--- src/rtl/gpsd_pkg.sv ---
// ----------------------------------------------------------------------------
// gpsd_pkg
// Shared constants and controller/datapath interface types for the glyph
// point stream decoder.
// ----------------------------------------------------------------------------
package gpsd_pkg;

    // Sizing
    localparam int MAX_POINTS = 64;
    localparam int PTR_W      = $clog2(MAX_POINTS);
    localparam int CNT_W      = $clog2(MAX_POINTS + 1);
    localparam int BYTE_W     = 8;
    localparam int FLAG_W     = 6;
    localparam int COORD_W    = 16;
    localparam int IDX_W      = 6;
    localparam int COUNT_W    = 7;

    // Flag bit positions
    localparam int FLAG_ON_CURVE = 0;
    localparam int FLAG_X_SHORT  = 1;
    localparam int FLAG_Y_SHORT  = 2;
    localparam int FLAG_REPEAT   = 3;
    localparam int FLAG_X_SAME   = 4;
    localparam int FLAG_Y_SAME   = 5;

    // Commands from the controller
    typedef struct packed {
        logic accept;       // a byte transaction completes this cycle
        logic repeat_step;  // copy the held flag once
        logic settle_step;  // advance over a point that takes no byte
    } gpsd_cmd_t;

    // Status from the datapath
    typedef struct packed {
        logic phase_y;       // y coordinates are being decoded
        logic out_free;      // output register can take a point this cycle
        logic acc_repeat;    // the offered byte is a repeat count
        logic acc_settle;    // the offered byte ends the flags or completes a value
        logic rep_busy;      // repeat copies remain
        logic rep_to_settle; // repeat run filled the last point
        logic settle_exit;   // settling stops and the next byte is needed
        logic out_load;      // a point enters the output register
        logic cursor_over;   // cursor ran past the point count
    } gpsd_stat_t;

endpackage

--- src/rtl/glyph_point_stream_decoder.sv ---
// ----------------------------------------------------------------------------
// glyph_point_stream_decoder
// Decodes simple-glyph flag and coordinate bytes into absolute points.
//
//   channel  handshake                  payload
//   byte     byte_valid / byte_ready    glyph_byte, first_of_glyph, point_count
//   point    point_valid / point_ready  point_index, x_coord, y_coord,
//                                       on_curve, end_of_glyph
//
// A flag byte or a high delta byte needs no further step. A repeat count runs as
// an accept, a copy of the held flag per repeat up to the last point and a close.
// Ending the flags or completing a coordinate starts settling: it steps over each
// point that needs no byte and the x phase end, and stops at a byte-coded point.
// Y-phase bytes and y settling stall while the output register is full.
// Reset leaves the stores unwritten; every entry is written before it is read.
// ----------------------------------------------------------------------------
module glyph_point_stream_decoder
(
    input  logic                                clk,
    input  logic                                rst_n,
    input  logic                                byte_valid,
    output logic                                byte_ready,
    input  logic [gpsd_pkg::BYTE_W-1:0]         glyph_byte,
    input  logic                                first_of_glyph,
    input  logic [gpsd_pkg::COUNT_W-1:0]        point_count,
    output logic                                point_valid,
    input  logic                                point_ready,
    output logic [gpsd_pkg::IDX_W-1:0]          point_index,
    output logic signed [gpsd_pkg::COORD_W-1:0] x_coord,
    output logic signed [gpsd_pkg::COORD_W-1:0] y_coord,
    output logic                                on_curve,
    output logic                                end_of_glyph
);
    import gpsd_pkg::*;

    gpsd_cmd_t  cmd;
    gpsd_stat_t stat;

    // Sequencer
    gpsd_ctrl u_ctrl
    (
        .clk        (clk),
        .rst_n      (rst_n),
        .byte_valid (byte_valid),
        .byte_ready (byte_ready),
        .stat       (stat),
        .cmd        (cmd)
    );

    // Stores, accumulator and output register
    gpsd_datapath u_datapath
    (
        .clk            (clk),
        .rst_n          (rst_n),
        .cmd            (cmd),
        .stat           (stat),
        .glyph_byte     (glyph_byte),
        .first_of_glyph (first_of_glyph),
        .point_count    (point_count),
        .point_valid    (point_valid),
        .point_ready    (point_ready),
        .point_index    (point_index),
        .x_coord        (x_coord),
        .y_coord        (y_coord),
        .on_curve       (on_curve),
        .end_of_glyph   (end_of_glyph)
    );

`ifndef SYNTH
    // Never overwrite a point that is still waiting
    a_no_overwrite: assert property (@(posedge clk) disable iff (!rst_n)
        stat.out_load |-> (!point_valid || point_ready))
        else $error("point register overwritten");

    // No byte is taken while a repeat run copies flags
    a_no_accept_in_repeat: assert property (@(posedge clk) disable iff (!rst_n)
        cmd.repeat_step |-> !byte_ready)
        else $error("byte taken during repeat");

    // The cursor never runs past the point count
    a_cursor_bound: assert property (@(posedge clk) disable iff (!rst_n)
        !stat.cursor_over)
        else $error("cursor past point count");
`endif

endmodule

--- src/rtl/gpsd_ctrl.sv ---
// ----------------------------------------------------------------------------
// gpsd_ctrl
// Sequencer: takes bytes, runs flag repeats and settles over points that
// need no byte.
// ----------------------------------------------------------------------------
module gpsd_ctrl
(
    input  logic                clk,
    input  logic                rst_n,
    input  logic                byte_valid,
    output logic                byte_ready,
    input  gpsd_pkg::gpsd_stat_t stat,
    output gpsd_pkg::gpsd_cmd_t  cmd
);
    import gpsd_pkg::*;

    typedef enum logic [1:0] {
        ST_BYTE,
        ST_REPEAT,
        ST_SETTLE
    } state_t;

    state_t state_reg;
    state_t state_next;
    logic   accept;

    // Take a byte only when a point it may complete has room
    assign byte_ready = (state_reg == ST_BYTE) && (!stat.phase_y || stat.out_free);
    assign accept     = byte_valid && byte_ready;

    assign cmd.accept      = accept;
    assign cmd.repeat_step = (state_reg == ST_REPEAT);
    assign cmd.settle_step = (state_reg == ST_SETTLE);

    // Choose the next step
    always_comb
    begin
        state_next = state_reg;
        unique case (state_reg)
            ST_BYTE:
            begin
                if (accept)
                begin
                    if (stat.acc_repeat)
                        state_next = ST_REPEAT;
                    else if (stat.acc_settle)
                        state_next = ST_SETTLE;
                end
            end
            ST_REPEAT:
            begin
                if (!stat.rep_busy)
                    state_next = stat.rep_to_settle ? ST_SETTLE : ST_BYTE;
            end
            ST_SETTLE:
            begin
                if (stat.settle_exit)
                    state_next = ST_BYTE;
            end
            default: state_next = ST_BYTE;
        endcase
    end

    // Hold state
    always_ff @(posedge clk or negedge rst_n)
    begin
        if (!rst_n)
            state_reg <= ST_BYTE;
        else
            state_reg <= state_next;
    end

endmodule

--- src/rtl/gpsd_datapath.sv ---
// ----------------------------------------------------------------------------
// gpsd_datapath
// Flag and x stores, point cursor, delta accumulator and output register.
// ----------------------------------------------------------------------------
module gpsd_datapath
(
    input  logic                                clk,
    input  logic                                rst_n,
    input  gpsd_pkg::gpsd_cmd_t                 cmd,
    output gpsd_pkg::gpsd_stat_t                stat,
    input  logic [gpsd_pkg::BYTE_W-1:0]         glyph_byte,
    input  logic                                first_of_glyph,
    input  logic [gpsd_pkg::COUNT_W-1:0]        point_count,
    output logic                                point_valid,
    input  logic                                point_ready,
    output logic [gpsd_pkg::IDX_W-1:0]          point_index,
    output logic signed [gpsd_pkg::COORD_W-1:0] x_coord,
    output logic signed [gpsd_pkg::COORD_W-1:0] y_coord,
    output logic                                on_curve,
    output logic                                end_of_glyph
);
    import gpsd_pkg::*;

    typedef enum logic [1:0] {
        PH_FLAGS,
        PH_X,
        PH_Y,
        PH_DONE
    } phase_t;

    // Control state
    phase_t             phase_reg,   phase_next;
    logic [CNT_W-1:0]   cursor_reg,  cursor_next;
    logic [CNT_W-1:0]   total_reg,   total_next;
    logic               rep_reg,     rep_next;
    logic [BYTE_W-1:0]  rep_cnt_reg, rep_cnt_next;
    logic [FLAG_W-1:0]  held_reg,    held_next;
    logic               hbp_reg,     hbp_next;
    logic [BYTE_W-1:0]  hb_reg,      hb_next;
    logic [COORD_W-1:0] run_reg,     run_next;
    logic               out_valid_reg, out_valid_next;

    // Output payload
    logic [IDX_W-1:0]   out_idx_reg;
    logic [COORD_W-1:0] out_x_reg;
    logic [COORD_W-1:0] out_y_reg;
    logic               out_on_reg;
    logic               out_last_reg;

    // Stores
    logic [FLAG_W-1:0]  flag_mem [MAX_POINTS];
    logic [COORD_W-1:0] x_mem    [MAX_POINTS];
    logic [FLAG_W-1:0]  flag_rd_reg;
    logic [COORD_W-1:0] x_rd_reg;
    logic               flag_we;
    logic [PTR_W-1:0]   flag_waddr;
    logic [FLAG_W-1:0]  flag_wdata;
    logic               x_we;
    logic [PTR_W-1:0]   rd_addr;

    // Byte decode
    logic [CNT_W-1:0]   count_clamp;
    logic [CNT_W-1:0]   total_eff;
    phase_t             phase_eff;
    logic [CNT_W-1:0]   cursor_eff;
    logic               rep_eff;
    logic               hbp_eff;
    logic               sel_x;
    logic               f_short;
    logic               f_same;
    logic               ph_xy;
    logic               at_end;
    logic               enter_x_on_byte;
    logic               commit_on_byte;
    logic               commit;
    logic [COORD_W-1:0] delta;
    logic [COORD_W-1:0] sum;
    logic               out_free;
    logic               out_load;

    // Clamp the latched point count to one through the store depth
    always_comb
    begin
        if (point_count == '0)
            count_clamp = CNT_W'(1);
        else if (point_count > COUNT_W'(MAX_POINTS))
            count_clamp = CNT_W'(MAX_POINTS);
        else
            count_clamp = CNT_W'(point_count);
    end

    // Values seen by an offered byte; a first byte restarts the glyph
    assign total_eff  = first_of_glyph ? count_clamp : total_reg;
    assign phase_eff  = first_of_glyph ? PH_FLAGS    : phase_reg;
    assign cursor_eff = first_of_glyph ? '0          : cursor_reg;
    assign rep_eff    = first_of_glyph ? 1'b0        : rep_reg;
    assign hbp_eff    = first_of_glyph ? 1'b0        : hbp_reg;

    // Current point's coordinate encoding
    assign sel_x   = (phase_reg == PH_X);
    assign f_short = sel_x ? flag_rd_reg[FLAG_X_SHORT] : flag_rd_reg[FLAG_Y_SHORT];
    assign f_same  = sel_x ? flag_rd_reg[FLAG_X_SAME]  : flag_rd_reg[FLAG_Y_SAME];
    assign ph_xy   = (phase_reg == PH_X) || (phase_reg == PH_Y);
    assign at_end  = (cursor_reg >= total_reg);

    assign enter_x_on_byte = (phase_eff == PH_FLAGS) && !rep_eff &&
                             !glyph_byte[FLAG_REPEAT] &&
                             ((cursor_eff + CNT_W'(1)) >= total_eff);
    assign commit_on_byte  = !first_of_glyph && ph_xy && (f_short || hbp_reg);

    assign out_free = !out_valid_reg || point_ready;

    // Next-state logic for decode, repeat and settle steps
    always_comb
    begin
        phase_next   = phase_reg;
        cursor_next  = cursor_reg;
        total_next   = total_reg;
        rep_next     = rep_reg;
        rep_cnt_next = rep_cnt_reg;
        held_next    = held_reg;
        hbp_next     = hbp_reg;
        hb_next      = hb_reg;
        run_next     = run_reg;
        flag_we      = 1'b0;
        flag_waddr   = cursor_reg[PTR_W-1:0];
        flag_wdata   = held_reg;
        commit       = 1'b0;
        delta        = '0;

        if (cmd.accept)
        begin
            total_next  = total_eff;
            phase_next  = phase_eff;
            cursor_next = cursor_eff;
            rep_next    = rep_eff;
            hbp_next    = hbp_eff;
            if (first_of_glyph)
            begin
                held_next = '0;
                hb_next   = '0;
                run_next  = '0;
            end
            case (phase_eff)
                PH_FLAGS:
                begin
                    if (rep_eff)
                    begin
                        rep_cnt_next = glyph_byte;
                    end
                    else
                    begin
                        flag_we     = 1'b1;
                        flag_waddr  = cursor_eff[PTR_W-1:0];
                        flag_wdata  = glyph_byte[FLAG_W-1:0];
                        cursor_next = cursor_eff + CNT_W'(1);
                        if (glyph_byte[FLAG_REPEAT])
                        begin
                            rep_next  = 1'b1;
                            held_next = glyph_byte[FLAG_W-1:0];
                        end
                        else if (enter_x_on_byte)
                        begin
                            phase_next  = PH_X;
                            cursor_next = '0;
                            run_next    = '0;
                            hbp_next    = 1'b0;
                        end
                    end
                end
                PH_X, PH_Y:
                begin
                    if (f_short)
                    begin
                        commit = 1'b1;
                        delta  = f_same ? COORD_W'(glyph_byte)
                                        : COORD_W'(0) - COORD_W'(glyph_byte);
                    end
                    else if (hbp_reg)
                    begin
                        commit   = 1'b1;
                        hbp_next = 1'b0;
                        delta    = {hb_reg, glyph_byte};
                    end
                    else
                    begin
                        hb_next  = glyph_byte;
                        hbp_next = 1'b1;
                    end
                end
                default: ;
            endcase
        end
        else if (cmd.repeat_step)
        begin
            if ((rep_cnt_reg != '0) && !at_end)
            begin
                flag_we      = 1'b1;
                cursor_next  = cursor_reg + CNT_W'(1);
                rep_cnt_next = rep_cnt_reg - BYTE_W'(1);
            end
            else
            begin
                rep_next = 1'b0;
                if (at_end)
                begin
                    phase_next  = PH_X;
                    cursor_next = '0;
                    run_next    = '0;
                    hbp_next    = 1'b0;
                end
            end
        end
        else if (cmd.settle_step && ph_xy)
        begin
            if (at_end)
            begin
                if (sel_x)
                begin
                    phase_next  = PH_Y;
                    cursor_next = '0;
                    run_next    = '0;
                end
                else
                begin
                    phase_next = PH_DONE;
                end
            end
            else if (!f_short && f_same && (sel_x || out_free))
            begin
                commit = 1'b1;
            end
        end

        // Complete the coordinate at the cursor
        if (commit)
        begin
            run_next    = sum;
            cursor_next = cursor_reg + CNT_W'(1);
        end
    end

    assign sum      = run_reg + delta;
    assign x_we     = commit && sel_x;
    assign out_load = commit && !sel_x;
    assign rd_addr  = cursor_next[PTR_W-1:0];

    // Status to the controller
    assign stat.phase_y       = (phase_reg == PH_Y);
    assign stat.out_free      = out_free;
    assign stat.acc_repeat    = (phase_eff == PH_FLAGS) && rep_eff;
    assign stat.acc_settle    = enter_x_on_byte || commit_on_byte;
    assign stat.rep_busy      = (rep_cnt_reg != '0) && !at_end;
    assign stat.rep_to_settle = at_end;
    assign stat.settle_exit   = !ph_xy || (at_end && !sel_x) ||
                                (!at_end && !(!f_short && f_same));
    assign stat.out_load      = out_load;
    assign stat.cursor_over   = (cursor_reg > total_reg);

    // Hold control state
    always_ff @(posedge clk or negedge rst_n)
    begin
        if (!rst_n)
        begin
            phase_reg     <= PH_FLAGS;
            cursor_reg    <= '0;
            total_reg     <= CNT_W'(1);
            rep_reg       <= 1'b0;
            rep_cnt_reg   <= '0;
            held_reg      <= '0;
            hbp_reg       <= 1'b0;
            hb_reg        <= '0;
            run_reg       <= '0;
            out_valid_reg <= 1'b0;
        end
        else
        begin
            phase_reg     <= phase_next;
            cursor_reg    <= cursor_next;
            total_reg     <= total_next;
            rep_reg       <= rep_next;
            rep_cnt_reg   <= rep_cnt_next;
            held_reg      <= held_next;
            hbp_reg       <= hbp_next;
            hb_reg        <= hb_next;
            run_reg       <= run_next;
            out_valid_reg <= out_valid_next;
        end
    end

    // Drop the point once taken, load a new one when complete
    always_comb
    begin
        if (out_load)
            out_valid_next = 1'b1;
        else if (point_ready)
            out_valid_next = 1'b0;
        else
            out_valid_next = out_valid_reg;
    end

    // Load output payload
    always_ff @(posedge clk)
    begin
        if (out_load)
        begin
            out_idx_reg  <= cursor_reg[IDX_W-1:0];
            out_x_reg    <= x_rd_reg;
            out_y_reg    <= sum;
            out_on_reg   <= flag_rd_reg[FLAG_ON_CURVE];
            out_last_reg <= ((cursor_reg + CNT_W'(1)) == total_reg);
        end
    end

    // Flag store: read at the next cursor, forward a same-address write
    always_ff @(posedge clk)
    begin
        if (flag_we)
            flag_mem[flag_waddr] <= flag_wdata;
        if (flag_we && (flag_waddr == rd_addr))
            flag_rd_reg <= flag_wdata;
        else
            flag_rd_reg <= flag_mem[rd_addr];
    end

    // X store: read at the next cursor, forward a same-address write
    always_ff @(posedge clk)
    begin
        if (x_we)
            x_mem[cursor_reg[PTR_W-1:0]] <= sum;
        if (x_we && (cursor_reg[PTR_W-1:0] == rd_addr))
            x_rd_reg <= sum;
        else
            x_rd_reg <= x_mem[rd_addr];
    end

    assign point_valid  = out_valid_reg;
    assign point_index  = out_idx_reg;
    assign x_coord      = $signed(out_x_reg);
    assign y_coord      = $signed(out_y_reg);
    assign on_curve     = out_on_reg;
    assign end_of_glyph = out_last_reg;

endmodule
--- config.mk ---
export PLATFORM = sky130hd
export DESIGN_NAME = glyph_point_stream_decoder
export DESIGN_NICKNAME = d
export VERILOG_FILES = /design/src/rtl/gpsd_pkg.sv /design/src/rtl/glyph_point_stream_decoder.sv /design/src/rtl/gpsd_ctrl.sv /design/src/rtl/gpsd_datapath.sv
export SDC_FILE = /design/constraint.sdc
export NUM_CORES = 2
export LEC_CHECK = 0
export BUFFER_PORTS_ARGS = -buffer_cell sky130_fd_sc_hd__buf_2
export CAP_MARGIN = 40
export CORE_MARGIN = 3
export CORE_UTILIZATION = 35
export CTS_BUF_LIST = sky130_fd_sc_hd__clkbuf_16
export CTS_CLUSTER_DIAMETER = 150
export DETAILED_ROUTE_END_ITERATION = 7
export PLACE_DENSITY = 0.48
export SYNTH_ARGS = -nofsm -noshare
export SYNTH_HDL_FRONTEND = slang
export SYNTH_HIERARCHICAL = 1
export SYNTH_SLANG_ARGS = --single-unit
--- constraint.sdc ---
create_clock -name clk -period 21.9 [get_ports clk]
set_input_delay 4.38 -clock clk [delete_from_list [all_inputs] [get_ports clk]]
set_output_delay 4.38 -clock clk [all_outputs]
set_load 0.05 [all_outputs]
==> flow_summary.ini <==
[timing]
hold_ws_ps = 413.6
finalHoldViolCount = 0
timing.slew.headroom_pct = 36.51
fin_setup_tns_ps = 0
slew_violations = 0
fin_ws_ps = 10870
finClkSkew_ps = 26.49
setup_violations = 0
fin_crit_ps = 11030
max_clock_freq_mhz = 90.67
worstMarginPinSlew_ps = 952.4
period_share_pct = 50.36
rsz0062_at_grt = no

[worst_setup_path]
worst_setup_path_end_kind = flip-flop
arrival_ps = 11670
cp-start-kind = input pin
crit_fanout = 54
critPathKind = input pin to flip-flop
crit_required_ps = 22540
critPathMostFrequentCell = buf_4
slowest_delay_ps = 810
crit_slowest_cell = buf_4
cp_cell_sequence = buf_2 -> nor2_1 -> ha_1 -> nand3_1 -> xnor2_1 -> ha_1 -> a21o_1 -> a211oi_1 -> o21ai_0 -> nand2_1 -> nand2_1 -> o221ai_1 -> a22oi_1 -> a211oi_4 -> buf_4 -> buf_4 -> buf_4 -> mux4_2 -> a22oi_1 -> o22ai_1 -> or4b_1

[place]
gp_congestion = 0.8286
dp_hpwl_mm = 98.91
portBuffers = 61
pre_cts_ws_ps = 10140
dp.cells = 5292

[drt]
drtIter0Drc = 2883
routedWlPerCell_um = 28.53
vias = 30320
vias_per_cell = 5.431
drc = 0
drtAntennaViolNets = 0
first_pass_iters = 6
wl_mm = 159.3

[floorplanning]
dieArea_mm2 = 0.1715
ios = 62
start_util_pct = 35.28
fp.dieW_um = 414.1
rows = 149
core_mm2 = 0.1652
die_y_um = 414.1

[final_layout]
nets = 3320
drive_gt1_share_pct = 23.65
layout_common_cells = 1,384 x edfxtp_1, 302 x mux4_2, 206 x nor2_1, 157 x clkbuf_16, 128 x buf_4
fill_cells = 14700
syn_to_final_growth_pct = 15.40
finalNonFillerCells = 5584
layout_commonest_cell = edfxtp_1
largest_reg_flops = 1024

[clock_tree]
cts_inserted_buffers = 155
clk_pin_slew_worst_paths_ps = 60
cts.sinks = 1464
cts_tree = done
hold_buffers = 0
post_cts_buffers = 0
cts-root-buf = clkbuf_16
worstSkewPairLatency_ps = 780
cts_resized = 0
cts_buffer_depth = 3
htreeDepth = 4

[power_and_ir_drop]
p_leak_nw = 22.82
power_density_mw_per_mm2 = 135.1
vdd_ir_drop_max_uv = 154.1

[global_route]
grt_pass1_wl_mm = 230.5
grt_max_degree = 93
grt.overflow.total = 0
grt_pass1_vias = 31580
antenna_found_initial = 9
track_usage_pct = 18.48

[synth]
synthCells = 3052
syn_area_mm2 = 0.05828
syn_area_per_cell_um2 = 19.10
syn_nets = 3111
ys_warn_count = 6

[min_path]
hp-class = flip-flop to flip-flop

[outcome]
status = complete, no violations

[run]
drv_cap = 0
==> routing by layer <==
| metal | part of all wire [%] | vias up | global-route usage [%] | wire, um |
|---|---|---|---|---|
| met2 | 49 | 931 | 30.61 | 78180 |
| met5 | 0.0082 | - | 0 | 13 |
| met1 | 43 | 16230 | 25.40 | 68480 |
| met3 | 5.5 | 204 | 3.001 | 8713 |
| li1 | - | 12960 | - | - |
| met4 | 2.4 | 2 | 4.973 | 3901 |
==> final timing paths <==
kind | start | to | slack, ps | cells past startpoint
max in group asynchronous | rst_n | u_datapath/cursor_reg[2] | 17530 | 2
hold reg to reg | u_datapath/x_rd_reg[5] | u_datapath/x_coord[5] | 410 | 0
hold / removal | u_datapath/x_rd_reg[5] | u_datapath/x_coord[5] | 410 | 0
setup reg to reg | flip-flop | u_datapath/x_rd_reg[11] | 12840 | 20
setup / recovery | first_of_glyph | u_datapath/x_rd_reg[11] | 10870 | 21
min in group asynchronous | rst_n | u_datapath/total_reg[6] | 3780 | 2
==> worst max-delay path: cells and delay by family <==
kind,cells,cell delay (ps)
fa+ha+maj,2,540
simple gates,5,1490
mux,1,410
buf+inv,4,2530
compound gates,8,1860
xor+xnor,1,300
==> cell type report <==
cell class	count	area, um2	share of cell area [%]
Clock buffer	157	3929	5.842
Sequential cell	1464	43460	64.62
Inverter	52	195.2	0.2902
Clock inverter	126	1056	1.570
Multi-Input combinational cell	1377	14160	21.05
Antenna cell	8	20.02	0.02977
Timing Repair Buffer	211	1698	2.525
Tap cell	2189	2739	4.072
==> per-stage QoR <==
stage / instance area [um2] / utilization [%] / power (mW)
finish: 67250 / 40.72 / 9.087
global route: 67230 / 40.70 / 9.501
CTS: 67230 / 40.70 / 9.222
detailed placement: 62240 / 37.68 / 6.643
global placement: 61820 / 37.43 / 6.544
floorplan: 58280 / - / 5.503
==> where the power goes <==
group	internal, mW	switching [mW]
registers	3.27	0.0880
clock network	1.48	1.08
logic	1.25	1.92
Note: power is estimated with default switching activity, not from simulation.
